**src/hdl/rau_pkg.sv**
```systemverilog
package rau_pkg;

   // Default operand width; the top level may narrow it.
   localparam int VALUE_BITS_DEF = 32;

   // Fixed field widths of the stream payload.
   localparam int FUNC_BITS  = 4;
   localparam int FIELD_BITS = 32;
   localparam int DEN_BITS   = 31;
   localparam int REQ_BITS   = 136;
   localparam int RSP_BITS   = 72;

   // Operation codes.
   localparam logic [FUNC_BITS-1:0] FN_ADD = 4'd0;
   localparam logic [FUNC_BITS-1:0] FN_SUB = 4'd1;
   localparam logic [FUNC_BITS-1:0] FN_MUL = 4'd2;
   localparam logic [FUNC_BITS-1:0] FN_DIV = 4'd3;
   localparam logic [FUNC_BITS-1:0] FN_RED = 4'd4;
   localparam logic [FUNC_BITS-1:0] FN_NEG = 4'd5;
   localparam logic [FUNC_BITS-1:0] FN_INC = 4'd6;
   localparam logic [FUNC_BITS-1:0] FN_DEC = 4'd7;
   localparam logic [FUNC_BITS-1:0] FN_CMP = 4'd8;

   // Multiplier step selects.
   localparam logic [1:0] MS_FIRST  = 2'd0;
   localparam logic [1:0] MS_SECOND = 2'd1;
   localparam logic [1:0] MS_DEN    = 2'd2;

   typedef struct packed {
      logic       load;
      logic       mul_en;
      logic [1:0] mul_sel;
      logic       sum_en;
      logic       abs_en;
      logic       gcd_init;
      logic       gcd_step;
      logic       div_init;
      logic       div_step;
      logic       out_load;
   } cmd_type;

   typedef struct packed {
      logic early;
      logic is_cmp;
      logic gcd_done;
   } sts_type;

endpackage

```
**src/hdl/rau_control.sv**
```systemverilog
module rau_control #(
   parameter int VALUE_BITS = rau_pkg::VALUE_BITS_DEF
) (
   input  logic             clock,
   input  logic             reset,
   input  logic             in_valid,
   output logic             in_ready,
   output logic             out_valid,
   input  logic             out_ready,
   input  rau_pkg::sts_type sts,
   output rau_pkg::cmd_type cmd
);
   import rau_pkg::*;

   localparam int PW = 2 * VALUE_BITS;
   localparam int CW = $clog2(PW);

   typedef enum logic [8:0] {
      ST_IDLE   = 9'b000000001,
      ST_MUL    = 9'b000000010,
      ST_SUM    = 9'b000000100,
      ST_ABS    = 9'b000001000,
      ST_GINIT  = 9'b000010000,
      ST_GCD    = 9'b000100000,
      ST_DINIT  = 9'b001000000,
      ST_DIV    = 9'b010000000,
      ST_FINISH = 9'b100000000
   } state_type;

   state_type     state_ff, state_in;
   logic [CW-1:0] cnt_ff, cnt_in;
   logic          valid_ff, valid_in;

   always_comb begin
      state_in = state_ff;
      cnt_in   = cnt_ff;
      cmd      = '0;
      cmd.mul_sel = cnt_ff[1:0];
      case (state_ff)
         ST_IDLE: begin
            if (in_valid) begin
               cmd.load = 1'b1;
               cnt_in   = '0;
               state_in = ST_MUL;
            end
         end
         ST_MUL: begin
            if (sts.early) begin
               state_in = ST_FINISH;
            end else begin
               cmd.mul_en = 1'b1;
               if (cnt_ff[1:0] == MS_DEN) begin
                  cnt_in   = '0;
                  state_in = ST_SUM;
               end else begin
                  cnt_in = cnt_ff + CW'(1);
               end
            end
         end
         ST_SUM: begin
            cmd.sum_en = 1'b1;
            state_in   = sts.is_cmp ? ST_FINISH : ST_ABS;
         end
         ST_ABS: begin
            cmd.abs_en = 1'b1;
            state_in   = ST_GINIT;
         end
         ST_GINIT: begin
            cmd.gcd_init = 1'b1;
            state_in     = ST_GCD;
         end
         ST_GCD: begin
            if (sts.gcd_done) begin
               state_in = ST_DINIT;
            end else begin
               cmd.gcd_step = 1'b1;
            end
         end
         ST_DINIT: begin
            cmd.div_init = 1'b1;
            cnt_in       = '0;
            state_in     = ST_DIV;
         end
         ST_DIV: begin
            cmd.div_step = 1'b1;
            cnt_in       = cnt_ff + CW'(1);
            if (cnt_ff == CW'(PW - 1)) begin
               state_in = ST_FINISH;
            end
         end
         ST_FINISH: begin
            if (!valid_ff || out_ready) begin
               cmd.out_load = 1'b1;
               state_in     = ST_IDLE;
            end
         end
         default: begin
            state_in = ST_IDLE;
         end
      endcase
      if (cmd.out_load) begin
         valid_in = 1'b1;
      end else if (out_ready) begin
         valid_in = 1'b0;
      end else begin
         valid_in = valid_ff;
      end
   end

   always_ff @(posedge clock) begin
      if (reset) begin
         state_ff <= ST_IDLE;
         cnt_ff   <= '0;
         valid_ff <= 1'b0;
      end else begin
         state_ff <= state_in;
         cnt_ff   <= cnt_in;
         valid_ff <= valid_in;
      end
   end

   assign in_ready  = (state_ff == ST_IDLE);
   assign out_valid = valid_ff;

endmodule

```
**config.mk**
```make
export PLATFORM = sky130hd
export DESIGN_NAME = rau_control
export DESIGN_NICKNAME = d
export VERILOG_FILES = /design/src/hdl/rau_pkg.sv /design/src/hdl/rau_control.sv
export SDC_FILE = /design/constraint.sdc
export NUM_CORES = 1
export LEC_CHECK = 0
export ABC_CLOCK_PERIOD_IN_PS = 1860
export BUFFER_PORTS_ARGS = -buffer_cell sky130_fd_sc_hd__clkbuf_2
export CELL_PAD_IN_SITES_DETAIL_PLACEMENT = 1
export CELL_PAD_IN_SITES_GLOBAL_PLACEMENT = 1
export CORE_ASPECT_RATIO = 0.8
export CORE_MARGIN = 2
export CORE_UTILIZATION = 36
export DETAILED_ROUTE_END_ITERATION = 12
export HOLD_SLACK_MARGIN = 0.1
export PLACE_DENSITY_LB_ADDON = 0.25
export SYNTH_ARGS = -nofsm -noshare
export SYNTH_HDL_FRONTEND = slang
export SYNTH_SLANG_ARGS = --single-unit
```
**constraint.sdc**
```tcl
create_clock -name clock -period 1.86 [get_ports clock]
set_input_delay 0.558 -clock clock [delete_from_list [all_inputs] [get_ports clock]]
set_output_delay 0.558 -clock clock [all_outputs]
set_load 0.02 [all_outputs]
```
==> impl_metrics.prom, run 1 <==
# TYPE chip_impl_metric gauge
chip_impl_metric{name="tritoncts_num_sinks",unit=""} 16
chip_impl_metric{name="chipHeight",unit="um"} 53.4
chip_impl_metric{name="hpwlAfterDp",unit="mm"} 2.81
chip_impl_metric{name="ctsHtreeMaxLevel",unit=""} 1
chip_impl_metric{name="yosysWarnings",unit=""} 0
chip_impl_info{name="tool.error",value="[ERROR DPL-0033] detailed placement checks failed during check placement."} 1
chip_impl_metric{name="grt_max_degree",unit=""} 10
chip_impl_metric{name="max-clock-path-buffers",unit=""} 2
chip_impl_metric{name="place_congestion",unit=""} 0.894
chip_impl_metric{name="synth_edf_count",unit=""} 0
chip_impl_metric{name="synth.yosys.seq_area_share",unit="%"} 29.2
chip_impl_metric{name="post_cts_hold_buffer_count",unit=""} 0
chip_impl_info{name="dominantRegCellSynth",value="sky130_fd_sc_hd__dfxtp_1"} 1
chip_impl_info{name="grt_worst_setup_endpoint",value="cmd[10]"} 1
chip_impl_info{name="worst_endpoint_kind",value="top-level output"} 1
chip_impl_metric{name="die_x",unit="um"} 65.7
chip_impl_metric{name="synth_cell_types",unit=""} 45
chip_impl_metric{name="placementRows",unit=""} 17
chip_impl_metric{name="antenna_found_initial",unit=""} 0
chip_impl_info{name="cts_root_buf",value="sky130_fd_sc_hd__clkbuf_8"} 1
chip_impl_metric{name="post_synth_inst_count",unit=""} 131
chip_impl_metric{name="placement.cell_area",unit="um^2"} 1440
chip_impl_metric{name="numCtsBuffers",unit=""} 3
chip_impl_info{name="haltStage",value="global routing (5_1_grt)"} 1
chip_impl_metric{name="yosys_register_bits",unit=""} 16
chip_impl_metric{name="area_of_the_mapped_netlist",unit="um^2"} 1100
chip_impl_metric{name="io_pins",unit=""} 20
chip_impl_metric{name="syn-num-nets",unit=""} 142
chip_impl_metric{name="initial_core_util",unit="%"} 38.8
chip_impl_metric{name="synth-async-reset-ratio",unit="%"} 0
chip_impl_metric{name="port_buffers",unit=""} 19
chip_impl_metric{name="synthesis.area_per_instance",unit="um^2"} 8.38
chip_impl_info{name="run_status",value="aborted with a tool error"} 1
## repair_timing
item,in CTS
buffers inserted,17
pin swaps,16
endpoints found under the setup margin,21
cloned,0
resized for setup,69
## synthesized netlist by cell type (3+ instances only)
| cell type | instances | area, um^2 |
|---|---|---|
| sky130_fd_sc_hd__inv_1 | 12 | 45.0 |
| sky130_fd_sc_hd__or3_1 | 3 | 18.8 |
| sky130_fd_sc_hd__nor2_1 | 14 | 52.6 |
| sky130_fd_sc_hd__nor4_1 | 3 | 18.8 |
| sky130_fd_sc_hd__nor3_1 | 3 | 15.0 |
| sky130_fd_sc_hd__and3_1 | 3 | 18.8 |
| sky130_fd_sc_hd__buf_4 | 3 | 22.5 |
| sky130_fd_sc_hd__a211oi_1 | 4 | 30.0 |
| sky130_fd_sc_hd__o21ai_0 | 4 | 20.0 |
| sky130_fd_sc_hd__nand3_1 | 7 | 35.0 |
| sky130_fd_sc_hd__ha_1 | 4 | 50.1 |
| sky130_fd_sc_hd__a21oi_1 | 5 | 25.0 |
| sky130_fd_sc_hd__dfxtp_1 | 16 | 320 |
| sky130_fd_sc_hd__and2_1 | 4 | 25.0 |
| sky130_fd_sc_hd__nand4b_1 | 3 | 26.3 |
| sky130_fd_sc_hd__nand2_1 | 5 | 18.8 |
## cell families after synthesis
group / share of synthesized area [%]
flip-flops: 29.2
XOR/XNOR: 1.60
AO/OA/AOI/OAI: 24.1
adder cells (fa/ha/maj): 4.56
AND/OR/NAND/NOR: 31.2
buffers and inverters: 9.35
## through the flow
stage / std cells / setup slack (ps) / setup TNS, ps
3_3_place_gp: 210 / -106 / -320
2_1_floorplan: 131 / 29.3 / 0
3_5_place_dp: 210 / -165 / -1240
4_1_cts: 230 / -246 / -2100
==> run 2: changes to the inputs <==
- ABC_CLOCK_PERIOD_IN_PS: 1860 -> 2400
- CELL_PAD_IN_SITES_DETAIL_PLACEMENT: 1 -> not set
- CELL_PAD_IN_SITES_GLOBAL_PLACEMENT: 1 -> not set
- CORE_AREA: not set -> 2 2 63 65
- CORE_ASPECT_RATIO: 0.8 -> not set
- CORE_MARGIN: 2 -> not set
- CORE_UTILIZATION: 36 -> not set
- DIE_AREA: not set -> 0 0 65 67
- HOLD_SLACK_MARGIN: 0.1 -> not set
- PLACE_DENSITY_LB_ADDON: 0.25 -> 0.15
- clock period: 1.86 -> 2.4 ns (I/O delays scaled with it)
==> run 2 against run 1 <==
  * The flow now finishes without violations
  * Synthesized cell count unchanged
  * Area after synthesis unchanged
==> impl_metrics.prom, run 2 <==
# TYPE chip_impl_metric gauge
chip_impl_metric{name="synth-async-reset-ratio",unit="%"} 0
chip_impl_metric{name="synth_cell_types",unit=""} 45
chip_impl_metric{name="antennaDiodeCount",unit=""} 0
chip_impl_metric{name="die_area",unit="um^2"} 4360
chip_impl_info{name="timing.critical_path.from_type",value="flip-flop"} 1
chip_impl_metric{name="worst_skew_pair.late_latency",unit="ps"} 250
chip_impl_metric{name="cts.clk_slew.worst_paths",unit="ps"} 70
chip_impl_metric{name="grt_remaining_overflow",unit=""} 0
chip_impl_metric{name="vias_per_cell",unit=""} 5.20
chip_impl_metric{name="grt.total_usage",unit="%"} 14.4
chip_impl_metric{name="final_layout_size_suffix_gt1_share",unit="%"} 30.1
chip_impl_metric{name="drt-total-wl",unit="mm"} 2.85
chip_impl_metric{name="io_pins",unit=""} 20
chip_impl_metric{name="power_leakage",unit="nW"} 0.584
chip_impl_metric{name="ant_nets",unit=""} 0
chip_impl_metric{name="core_area",unit="um^2"} 3610
chip_impl_metric{name="post_synth_inst_count",unit=""} 131
chip_impl_metric{name="yosysWarnings",unit=""} 0
chip_impl_metric{name="initial_core_util",unit="%"} 30.4
chip_impl_metric{name="hpwlAfterDp",unit="mm"} 2.19
chip_impl_info{name="layout_commonest_cell",value="sky130_fd_sc_hd__clkbuf_2"} 1
chip_impl_metric{name="num_vias",unit=""} 1046
chip_impl_metric{name="syn-num-nets",unit=""} 142
chip_impl_info{name="worstPathCellList",value="nor4_2 > buf_4 > nand4b_1 > inv_1 > clkbuf_2"} 1
chip_impl_metric{name="critical_path.max_stage_delay",unit="ps"} 420
chip_impl_metric{name="synthesis.area_per_instance",unit="um^2"} 8.38
chip_impl_metric{name="ctsHtreeMaxLevel",unit=""} 1
chip_impl_metric{name="global_route_wire_length_before_repair",unit="mm"} 4.65
chip_impl_metric{name="chipHeight",unit="um"} 67
chip_impl_metric{name="area_of_the_mapped_netlist",unit="um^2"} 1100
chip_impl_info{name="critical-path-top-delay-family",value="simple AND/OR/NAND/NOR gates"} 1
chip_impl_metric{name="post_cts_hold_buffer_count",unit=""} 0
chip_impl_metric{name="die_x",unit="um"} 65
chip_impl_info{name="post-synth-top-count-cell",value="sky130_fd_sc_hd__dfxtp_1"} 1
chip_impl_metric{name="timing.slew.headroom",unit="%"} 72.7
chip_impl_metric{name="maximum_clock_frequency",unit="MHz"} 432
chip_impl_metric{name="yosys_register_bits",unit=""} 16
chip_impl_info{name="cts_root_buf",value="sky130_fd_sc_hd__clkbuf_8"} 1
chip_impl_metric{name="place_worst_setup_slack",unit="ps"} 298
chip_impl_metric{name="first_pass_iters",unit=""} 4
chip_impl_metric{name="tritoncts_num_sinks",unit=""} 16
chip_impl_metric{name="path_buf_inv",unit=""} 3
chip_impl_metric{name="num-nets-final",unit=""} 166
chip_impl_metric{name="total_negative_slack",unit="ps"} 0
chip_impl_info{name="cts_tree",value="built"} 1
chip_impl_info{name="criticalPathCategory",value="flip-flop to output port"} 1
chip_impl_info{name="synth_largest_area_cell",value="sky130_fd_sc_hd__dfxtp_1"} 1
chip_impl_metric{name="fin_skew",unit="ps"} 11.1
chip_impl_info{name="crit_path_end_kind",value="output port"} 1
chip_impl_metric{name="finalCriticalPeriod",unit="ps"} 2320
chip_impl_metric{name="critPathRequiredTime",unit="ps"} 1680
chip_impl_metric{name="grt_pass1_vias",unit=""} 979
chip_impl_metric{name="max_cap_check_violation_count",unit=""} 0
chip_impl_info{name="post_synth_main_area_contributors",value="sky130_fd_sc_hd__dfxtp_1 (29%), sky130_fd_sc_hd__nor2_1 (4.8%), sky130_fd_sc_hd__ha_1 (4.6%), sky130_fd_sc_hd__inv_1 (4.1%), sky130_fd_sc_hd__nand3_1 (3.2%)"} 1
chip_impl_metric{name="largest_register_ffs",unit=""} 9
chip_impl_metric{name="place_congestion",unit=""} 0.853
chip_impl_metric{name="max-clock-path-buffers",unit=""} 2
chip_impl_metric{name="first_iter_violations",unit=""} 52
chip_impl_metric{name="setup_violations",unit=""} 0
chip_impl_metric{name="area_delta_synth_final",unit="%"} 22.5
chip_impl_info{name="regMostFlops",value="state_ff"} 1
chip_impl_metric{name="synth_edf_count",unit=""} 0
chip_impl_metric{name="post_drt_wl_per_cell",unit="um"} 14.2
chip_impl_metric{name="max_slew.worst_pin.slew",unit="ps"} 409
chip_impl_info{name="run_status",value="complete, no violations"} 1
chip_impl_metric{name="placementRows",unit=""} 22
chip_impl_info{name="synth.cells.most_frequent",value="sky130_fd_sc_hd__dfxtp_1 (16), sky130_fd_sc_hd__nor2_1 (14), sky130_fd_sc_hd__inv_1 (12)"} 1
chip_impl_metric{name="remaining_drc_errors",unit=""} 0
chip_impl_metric{name="ir_worst_vdd",unit="mV"} 0.286
chip_impl_metric{name="final_number_of_hold_violating_endpoints",unit=""} 0
chip_impl_metric{name="power_density",unit="nW/um^2"} 547
chip_impl_info{name="layout_common_cells",value="sky130_fd_sc_hd__clkbuf_2 (19), sky130_fd_sc_hd__nor2_1 (14), sky130_fd_sc_hd__dfxtp_1 (12), sky130_fd_sc_hd__inv_1 (11), sky130_fd_sc_hd__buf_4 (8)"} 1
chip_impl_metric{name="grt_max_degree",unit=""} 13
chip_impl_metric{name="antenna_found_initial",unit=""} 0
chip_impl_metric{name="yosys.area.top_type_share",unit="%"} 29.2
chip_impl_metric{name="postLayoutSetupSlackWorst",unit="ps"} 83.9
chip_impl_metric{name="numCtsBuffers",unit=""} 3
chip_impl_info{name="hold_path.class",value="flip-flop to flip-flop"} 1
chip_impl_metric{name="worstPathArrival",unit="ps"} 1600
chip_impl_metric{name="layout_worst_path_cycle_share",unit="%"} 96.5
chip_impl_info{name="dominantRegCellSynth",value="sky130_fd_sc_hd__dfxtp_1"} 1
chip_impl_info{name="crit_slowest_cell",value="sky130_fd_sc_hd__dfxtp_1"} 1
chip_impl_metric{name="final_max_slew_viol_count",unit=""} 0
chip_impl_metric{name="crit_fanout",unit=""} 8
chip_impl_metric{name="synth.yosys.seq_area_share",unit="%"} 29.2
chip_impl_metric{name="port_buffers",unit=""} 19
## run 2: cell counts after synthesis
Identical to the previous run, type by type.
## run 2: worst paths after layout
check	depth (start not counted)	slack, ps	to	startpoint
worst max-delay path	5	80	cmd[9]	state_ff[0]$_SDFFE_PP1P_
worst min-delay path	2	490	cnt_ff[5]$_SDFFE_PP0P_	cnt_ff[5]$_SDFFE_PP0P_
worst max register to register	5	310	cnt_ff[3]$_SDFFE_PP0P_	state_ff[0]$_SDFFE_PP1P_
worst min register to register	2	490	cnt_ff[5]$_SDFFE_PP0P_	cnt_ff[5]$_SDFFE_PP0P_
## run 2: layout make-up
cell class                      count  area, um^2
Inverter                           12        45.0
Timing Repair Buffer               27         155
Multi-Input combinational cell     95         717
Tap cell                           48        60.1
Clock buffer                        3        41.3
Sequential cell                    16         325
Fill cell                         369        2260
## run 2: worst register-to-register path, stage by stage (launching register included)
cell and delay, ps:
sky130_fd_sc_hd__dfxtp_1 540, sky130_fd_sc_hd__xnor2_1 120, sky130_fd_sc_hd__or3_4 350, sky130_fd_sc_hd__a2111o_1 480, sky130_fd_sc_hd__o311ai_1 320, sky130_fd_sc_hd__o21ai_0 140
## run 2: power by group
group | switching [mW] | internal (mW)
combinational | 0.124 | 0.102
clock | 0.0928 | 0.111
sequential | 0.0272 | 0.278
## run 2: logic make-up (layout without fill, tap and decap cells)
| logic type | Yosys count | in the layout | share of synthesized area (%) |
|---|---|---|---|
| flip-flops | 16 | 16 | 29.2 |
| adder cells (fa/ha/maj) | 4 | 4 | 4.56 |
| buffers and inverters | 20 | 42 | 9.35 |
| AND/OR/NAND/NOR | 58 | 58 | 31.2 |
| AO/OA/AOI/OAI | 31 | 31 | 24.1 |
| XOR/XNOR | 2 | 2 | 1.60 |
## run 2: stage by stage
stage | utilization, % | cells | cell area (um^2) | power (mW) | hold slack [ps]
2_1_floorplan | - | 131 | 1100 | 0.476 | 457
3_3_place_gp | 34.8 | 198 | 1250 | 0.533 | 471
3_5_place_dp | 34.8 | 198 | 1250 | 0.531 | 483
4_1_cts | 35.9 | 201 | 1300 | 0.736 | 493
5_1_grt | 37.3 | 201 | 1340 | 0.783 | 514
6_report | 37.3 | 201 | 1340 | 0.736 | 488
## run 2: layer usage
layer	share of wire, %	vias up	global-route usage [%]
li1	-	533	-
met1	49	473	18.8
met2	41	34	20.6
met3	6.8	6	3.89
met4	2.9	0	9.04
met5	0	-	0
## run 2: what timing repair did
item                       CTS  global route
buffers inserted             0             0
setup endpoints to repair    0             7
gates resized for setup      0            11
Note: power is estimated with default switching activity, not from simulation.
==> run 3: changes to the inputs <==
- CELL_PAD_IN_SITES_DETAIL_PLACEMENT: not set -> 1
- CELL_PAD_IN_SITES_GLOBAL_PLACEMENT: not set -> 1
==> run 3 against run 2 <==
  * Sequential power decreased by 1%
  * Sequential cell count unchanged
  * Critical path type unchanged
  * Register-to-register slack got worse by 30 ps
  * Die area unchanged
  * Largest cell class unchanged
  * Via count increased by 2.6%
  * Worst hold slack improved by 6.7 ps
  * Wire length increased by 16%
  * Power increased by 7.4%
  * Non-clock buffer count unchanged
  * Maximum frequency increased by 0.51%
  * Largest power group unchanged
==> impl_metrics.prom, run 3 (synthesized netlist as in run 2, its figures left out) <==
# TYPE chip_impl_metric gauge
chip_impl_info{name="run_status",value="complete, no violations"} 1
chip_impl_metric{name="antennaDiodeCount",unit=""} 0
chip_impl_metric{name="port_buffers",unit=""} 19
chip_impl_metric{name="ir_worst_vdd",unit="mV"} 0.168
chip_impl_metric{name="max-clock-path-buffers",unit=""} 2
chip_impl_metric{name="layout_worst_path_cycle_share",unit="%"} 96.0
chip_impl_metric{name="totalPowerFinal",unit="mW"} 0.790
chip_impl_metric{name="ant_nets",unit=""} 0
chip_impl_metric{name="grt_remaining_overflow",unit=""} 0
chip_impl_metric{name="ctsHtreeMaxLevel",unit=""} 1
chip_impl_metric{name="grt.total_usage",unit="%"} 15.8
chip_impl_metric{name="num_vias",unit=""} 1073
chip_impl_metric{name="worst_skew_pair.late_latency",unit="ps"} 250
chip_impl_metric{name="global_route_wire_length_before_repair",unit="mm"} 5.30
chip_impl_metric{name="postLayoutSetupSlackWorst",unit="ps"} 95.6
chip_impl_metric{name="placementRows",unit=""} 22
chip_impl_metric{name="post_drt_wl_per_cell",unit="um"} 16.3
chip_impl_metric{name="setup_violations",unit=""} 0
chip_impl_metric{name="numCtsBuffers",unit=""} 3
chip_impl_metric{name="final_number_of_hold_violating_endpoints",unit=""} 0
chip_impl_metric{name="layout.cells.non_filler",unit=""} 202
chip_impl_metric{name="die_area",unit="um^2"} 4360
chip_impl_metric{name="largest_register_ffs",unit=""} 9
chip_impl_info{name="layout_common_cells",value="sky130_fd_sc_hd__clkbuf_2 (18), sky130_fd_sc_hd__nor2_1 (14), sky130_fd_sc_hd__inv_1 (12), sky130_fd_sc_hd__dfxtp_1 (12), sky130_fd_sc_hd__buf_4 (8)"} 1
chip_impl_metric{name="timing.slew.headroom",unit="%"} 69.5
chip_impl_metric{name="max_slew.worst_pin.slew",unit="ps"} 457
chip_impl_metric{name="place_congestion",unit=""} 0.791
chip_impl_metric{name="initial_core_util",unit="%"} 30.4
chip_impl_metric{name="max_cap_check_violation_count",unit=""} 0
chip_impl_metric{name="first_pass_iters",unit=""} 4
chip_impl_metric{name="area_delta_synth_final",unit="%"} 24.7
chip_impl_info{name="regMostFlops",value="state_ff"} 1
chip_impl_metric{name="vias_per_cell",unit=""} 5.31
chip_impl_metric{name="ctsResizeCount",unit=""} 0
chip_impl_metric{name="grt_pass1_vias",unit=""} 1090
chip_impl_metric{name="antenna_found_initial",unit=""} 0
chip_impl_metric{name="remaining_drc_errors",unit=""} 0
chip_impl_info{name="layout_commonest_cell",value="sky130_fd_sc_hd__clkbuf_2"} 1
chip_impl_metric{name="power_leakage",unit="nW"} 0.594
chip_impl_info{name="cts_tree",value="built"} 1
chip_impl_metric{name="crit_fanout",unit=""} 8
chip_impl_metric{name="cts.clk_slew.worst_paths",unit="ps"} 70
chip_impl_metric{name="final_max_slew_viol_count",unit=""} 0
chip_impl_metric{name="hpwlAfterDp",unit="mm"} 2.51
chip_impl_metric{name="grt_max_degree",unit=""} 13
chip_impl_metric{name="power_density",unit="nW/um^2"} 577
chip_impl_metric{name="fin_skew",unit="ps"} 1.94
chip_impl_metric{name="final_layout_size_suffix_gt1_share",unit="%"} 29.9
chip_impl_metric{name="holdWs",unit="ps"} 495
chip_impl_metric{name="maximum_clock_frequency",unit="MHz"} 434
chip_impl_metric{name="die_x",unit="um"} 65
chip_impl_metric{name="chipHeight",unit="um"} 67
chip_impl_metric{name="drt-total-wl",unit="mm"} 3.30
chip_impl_metric{name="fin_area",unit="um^2"} 1370
chip_impl_metric{name="place_worst_setup_slack",unit="ps"} 302
chip_impl_metric{name="worstPathArrival",unit="ps"} 1580
chip_impl_info{name="cts_root_buf",value="sky130_fd_sc_hd__clkbuf_8"} 1
chip_impl_metric{name="num-fill-cells",unit=""} 459
chip_impl_metric{name="placement.cell_area",unit="um^2"} 1250
chip_impl_metric{name="setup_repair_bufs_after_cts",unit=""} 0
chip_impl_metric{name="total_negative_slack",unit="ps"} 0
chip_impl_info{name="crit_path_end_kind",value="output port"} 1
chip_impl_metric{name="first_iter_violations",unit=""} 21
chip_impl_metric{name="num-nets-final",unit=""} 166
chip_impl_metric{name="finalCriticalPeriod",unit="ps"} 2300
chip_impl_metric{name="tritoncts_num_sinks",unit=""} 16
chip_impl_info{name="hold_path.class",value="flip-flop to flip-flop"} 1
chip_impl_metric{name="io_pins",unit=""} 20
chip_impl_metric{name="post_cts_hold_buffer_count",unit=""} 0
chip_impl_info{name="timing.critical_path.from_type",value="flip-flop"} 1
chip_impl_metric{name="dpl.cell_count",unit=""} 198
chip_impl_metric{name="core_area",unit="um^2"} 3610
chip_impl_info{name="criticalPathCategory",value="flip-flop to output port"} 1
chip_impl_metric{name="critPathRequiredTime",unit="ps"} 1680
chip_impl_metric{name="final_util",unit="%"} 38.0
run 3: cell count changes in the layout (fill, tap and decap cells not counted), sizes merged:
cell,change
buf,+1
run 3: layout make-up:
cell class	instances	area, um^2	area share (%)
Clock buffer	4	55.1	4.02
Tap cell	48	60.1	4.39
Timing Repair Buffer	27	155	11.3
Sequential cell	16	328	23.9
Inverter	12	45.0	3.29
Multi-Input combinational cell	95	726	53.0
run 3: final timing paths:
kind / start / endpoint / slack, ps / cells after the start
max: state_ff[2]$_SDFFE_PP0P_ / cmd[3] / 100 / 5
min: cnt_ff[5]$_SDFFE_PP0P_ / cnt_ff[5]$_SDFFE_PP0P_ / 490 / 2
max reg2reg: state_ff[0]$_SDFFE_PP1P_ / cnt_ff[3]$_SDFFE_PP0P_ / 280 / 5
min reg2reg: cnt_ff[5]$_SDFFE_PP0P_ / cnt_ff[5]$_SDFFE_PP0P_ / 490 / 2
run 3: power breakdown:
part           leakage (nW)  internal (mW)  switching, mW  total [mW]
sequential            0.132          0.277         0.0246       0.302
combinational         0.434          0.108          0.135       0.243
clock                0.0288          0.146          0.100       0.246
run 3: per-layer routing:
metal	up-vias	global-route usage, %	part of all wire (%)
met1	511	21.2	49
li1	531	-	-
met4	0	6.38	1.3
met5	-	0	0
met3	4	1.86	3.2
met2	27	25.6	46
run 3: worst max-delay path, cell delays in order, from the launching register on:
cell,delay (ps)
sky130_fd_sc_hd__dfxtp_1,420
sky130_fd_sc_hd__nor4_4,310
sky130_fd_sc_hd__buf_4,170
sky130_fd_sc_hd__nand4b_1,150
sky130_fd_sc_hd__inv_1,110
sky130_fd_sc_hd__clkbuf_2,170
==> run 4: changes to the inputs <==
- ABC_AREA: not set -> 1
==> run 4 against run 3 <==
  * Clock skew grew 1.6 ps
  * Critical endpoint is now cmd[10]
  * Worst hold slack got worse by 2.1 ps
  * Sequential share of layout area fell by 2.9 points
==> impl_metrics.prom, run 4 <==
# TYPE chip_impl_metric gauge
chip_impl_metric{name="place_congestion",unit=""} 0.829
chip_impl_metric{name="remaining_drc_errors",unit=""} 0
chip_impl_metric{name="synth_cell_types",unit=""} 28
chip_impl_metric{name="largest_register_ffs",unit=""} 9
chip_impl_info{name="reg2reg_to",value="state_ff[6]$_SDFFE_PP0P_"} 1
chip_impl_metric{name="max_cap_check_violation_count",unit=""} 0
chip_impl_metric{name="area_delta_synth_final",unit="%"} 13.6
chip_impl_metric{name="crit_fanout",unit=""} 5
chip_impl_metric{name="die_x",unit="um"} 65
chip_impl_metric{name="post_cts_hold_buffer_count",unit=""} 0
chip_impl_metric{name="fin_skew",unit="ps"} 3.54
chip_impl_metric{name="vias_per_cell",unit=""} 4.94
chip_impl_metric{name="finalCriticalPeriod",unit="ps"} 2310
chip_impl_info{name="synth.cells.most_frequent",value="sky130_fd_sc_hd__nand2_1 (42), sky130_fd_sc_hd__nor2_1 (32), sky130_fd_sc_hd__inv_1 (28)"} 1
chip_impl_metric{name="antennaDiodeCount",unit=""} 0
chip_impl_metric{name="drt-total-wl",unit="mm"} 3.81
chip_impl_metric{name="ir_worst_vdd",unit="mV"} 0.254
chip_impl_metric{name="timing.slew.headroom",unit="%"} 73.5
chip_impl_metric{name="post_synth_inst_count",unit=""} 201
chip_impl_metric{name="yosys.area.top_type_share",unit="%"} 23.9
chip_impl_info{name="crit_path_end_kind",value="output port"} 1
chip_impl_info{name="layout_common_cells",value="sky130_fd_sc_hd__nand2_1 (42), sky130_fd_sc_hd__nor2_1 (32), sky130_fd_sc_hd__inv_1 (28), sky130_fd_sc_hd__nand3_1 (21), sky130_fd_sc_hd__clkbuf_2 (19)"} 1
chip_impl_metric{name="grt_remaining_overflow",unit=""} 0
chip_impl_metric{name="postLayoutSetupSlackWorst",unit="ps"} 87.3
chip_impl_metric{name="power_density",unit="nW/um^2"} 614
chip_impl_metric{name="rrSetupSlack",unit="ps"} 730
chip_impl_metric{name="critical_path.max_stage_delay",unit="ps"} 360
chip_impl_metric{name="hpwlAfterDp",unit="mm"} 3.14
chip_impl_metric{name="setup_violations",unit=""} 0
chip_impl_metric{name="grt.total_usage",unit="%"} 19.7
chip_impl_metric{name="ctsResizeCount",unit=""} 0
chip_impl_info{name="criticalPathCategory",value="flip-flop to output port"} 1
chip_impl_metric{name="first_iter_violations",unit=""} 50
chip_impl_metric{name="max-clock-path-buffers",unit=""} 2
chip_impl_metric{name="ctsHtreeMaxLevel",unit=""} 1
chip_impl_info{name="cts_tree",value="built"} 1
chip_impl_info{name="cts_root_buf",value="sky130_fd_sc_hd__clkbuf_8"} 1
chip_impl_info{name="min_from",value="cnt_ff[4]$_SDFFE_PP0P_"} 1
chip_impl_info{name="run_status",value="complete, no violations"} 1
chip_impl_metric{name="critPathRequiredTime",unit="ps"} 1680
chip_impl_metric{name="synth-async-reset-ratio",unit="%"} 0
chip_impl_info{name="synth_largest_area_cell",value="sky130_fd_sc_hd__dfxtp_1"} 1
chip_impl_metric{name="worstPathArrival",unit="ps"} 1590
chip_impl_info{name="hold_path.class",value="flip-flop to flip-flop"} 1
chip_impl_info{name="min_delay_worst_endpoint",value="cnt_ff[4]$_SDFFE_PP0P_"} 1
chip_impl_info{name="layout_commonest_cell",value="sky130_fd_sc_hd__nand2_1"} 1
chip_impl_metric{name="synth_edf_count",unit=""} 0
chip_impl_info{name="post_synth_main_area_contributors",value="sky130_fd_sc_hd__dfxtp_1 (24%), sky130_fd_sc_hd__nand2_1 (12%), sky130_fd_sc_hd__nor2_1 (9.0%), sky130_fd_sc_hd__inv_1 (7.9%), sky130_fd_sc_hd__nand3_1 (7.9%)"} 1
chip_impl_metric{name="final_number_of_hold_violating_endpoints",unit=""} 0
chip_impl_info{name="timing.critical_path.from_type",value="flip-flop"} 1
chip_impl_metric{name="holdWs",unit="ps"} 493
chip_impl_metric{name="initial_core_util",unit="%"} 37.1
chip_impl_info{name="startpoint_of_the_worst_slack_reg_to_reg_timing_path",value="cnt_ff[0]$_SDFFE_PP0P_"} 1
chip_impl_metric{name="tritoncts_num_sinks",unit=""} 16
chip_impl_metric{name="final_layout_size_suffix_gt1_share",unit="%"} 25.9
chip_impl_metric{name="placementRows",unit=""} 22
chip_impl_metric{name="num_vias",unit=""} 1324
chip_impl_metric{name="worst_skew_pair.late_latency",unit="ps"} 260
chip_impl_metric{name="port_buffers",unit=""} 19
chip_impl_metric{name="num-nets-final",unit=""} 233
chip_impl_metric{name="yosysWarnings",unit=""} 0
chip_impl_metric{name="syn-num-nets",unit=""} 212
chip_impl_metric{name="yosys_register_bits",unit=""} 16
chip_impl_info{name="dominantRegCellSynth",value="sky130_fd_sc_hd__dfxtp_1"} 1
chip_impl_metric{name="numCtsBuffers",unit=""} 3
chip_impl_metric{name="synth.yosys.seq_area_share",unit="%"} 23.9
chip_impl_metric{name="chipHeight",unit="um"} 67
chip_impl_metric{name="number_of_stages_on_the_worst_hold_path",unit=""} 2
chip_impl_info{name="regMostFlops",value="state_ff"} 1
chip_impl_metric{name="grt_max_degree",unit=""} 11
chip_impl_info{name="crit_slowest_cell",value="sky130_fd_sc_hd__dfxtp_1"} 1
chip_impl_metric{name="die_area",unit="um^2"} 4360
chip_impl_metric{name="first_pass_iters",unit=""} 5
chip_impl_metric{name="global_route_wire_length_before_repair",unit="mm"} 6.51
chip_impl_info{name="worstPathCellList",value="nor2_2 > nand3_1 > nor3_2 > nand2_1 > inv_1 > clkbuf_2"} 1
chip_impl_metric{name="grt_pass1_vias",unit=""} 1421
chip_impl_metric{name="power_leakage",unit="nW"} 0.764
chip_impl_metric{name="cts.clk_slew.worst_paths",unit="ps"} 80
chip_impl_metric{name="max_slew.worst_pin.slew",unit="ps"} 397
chip_impl_metric{name="layout_worst_path_cycle_share",unit="%"} 96.4
chip_impl_metric{name="io_pins",unit=""} 20
chip_impl_metric{name="maximum_clock_frequency",unit="MHz"} 432
chip_impl_metric{name="core_area",unit="um^2"} 3610
chip_impl_metric{name="post_drt_wl_per_cell",unit="um"} 14.2
chip_impl_metric{name="final_max_slew_viol_count",unit=""} 0
chip_impl_metric{name="antenna_found_initial",unit=""} 0
chip_impl_metric{name="area_of_the_mapped_netlist",unit="um^2"} 1340
chip_impl_metric{name="worst_r2r_path_depth",unit=""} 9
chip_impl_info{name="post-synth-top-count-cell",value="sky130_fd_sc_hd__nand2_1"} 1
chip_impl_metric{name="ant_nets",unit=""} 0
chip_impl_metric{name="place_worst_setup_slack",unit="ps"} 314
chip_impl_metric{name="synthesis.area_per_instance",unit="um^2"} 6.66
chip_impl_metric{name="setup_repair_bufs_after_cts",unit=""} 0
run 4: worst max path at each step:
stage,from,to,slack [ps],cells after the start
4_1_cts,state_ff[8]$_SDFFE_PP0P_,cmd[10],30,6
3_5_place_dp,sts[2],cmd[9],310,3
5_1_grt,state_ff[8]$_SDFFE_PP0P_,cmd[10],-20,6
6_report,state_ff[4]$_SDFFE_PP0P_,cmd[10],90,6
3_3_place_gp,sts[2],cmd[9],330,3
2_1_floorplan,state_ff[5]$_SDFFE_PP0P_,cmd[10],200,5
run 4: kinds of logic (layout without fill, tap and decap cells):
family,count (synthesis),count (layout),share of synthesized area [%]
buffers and inverters,37,56,12.1
and+or+nand+nor,132,132,53.3
adders and majority gates,4,4,3.74
DFF,16,16,23.9
AOI/OAI and AO/OA,11,11,6.26
xor gates and xnor gates,1,1,0.654
run 4: power by group:
| part | leakage (nW) | switching, mW | internal (mW) | total (mW) |
|---|---|---|---|---|
| logic | 0.612 | 0.246 | 0.127 | 0.374 |
| registers | 0.130 | 0.0429 | 0.292 | 0.335 |
| clock network | 0.0216 | 0.113 | 0.112 | 0.225 |
| total | 0.764 | 0.402 | 0.531 | 0.933 |
run 4: critical path: cells and delay by family (launching register included):
family	cells	cell delay [ps]
and+or+nand+nor	4	750
DFF	1	360
buffers and inverters	2	230
run 4: layer usage:
| metal | part of all wire (%) | vias up | wire (um) | global-route usage [%] |
|---|---|---|---|---|
| li1 | - | 670 | - | - |
| met1 | 42 | 634 | 1590 | 20.5 |
| met2 | 55 | 14 | 2090 | 39.8 |
| met3 | 2.3 | 6 | 86 | 4.05 |
| met4 | 1.2 | 0 | 44 | 4.52 |
| met5 | 0 | - | 0 | 0 |
run 4: cell type report:
class	count	area [um^2]
timing repair buffer	20	103
fill	495	2090
tap	48	60.1
clock buffer	3	41.3
multi-input combinational	148	867
sequential	16	320
inverter	33	129
run 4: through the flow:
step           instances  cell area, um^2  power [mW]  utilization (%)  setup TNS, ps
2_1_floorplan        201             1340       0.628                -              0
3_3_place_gp         265             1470       0.699             40.7              0
3_5_place_dp         265             1470       0.714             40.7              0
4_1_cts              268             1510       0.934             41.8              0
5_1_grt              268             1520       0.999             42.2          -33.4
6_report             268             1520       0.933             42.2              0
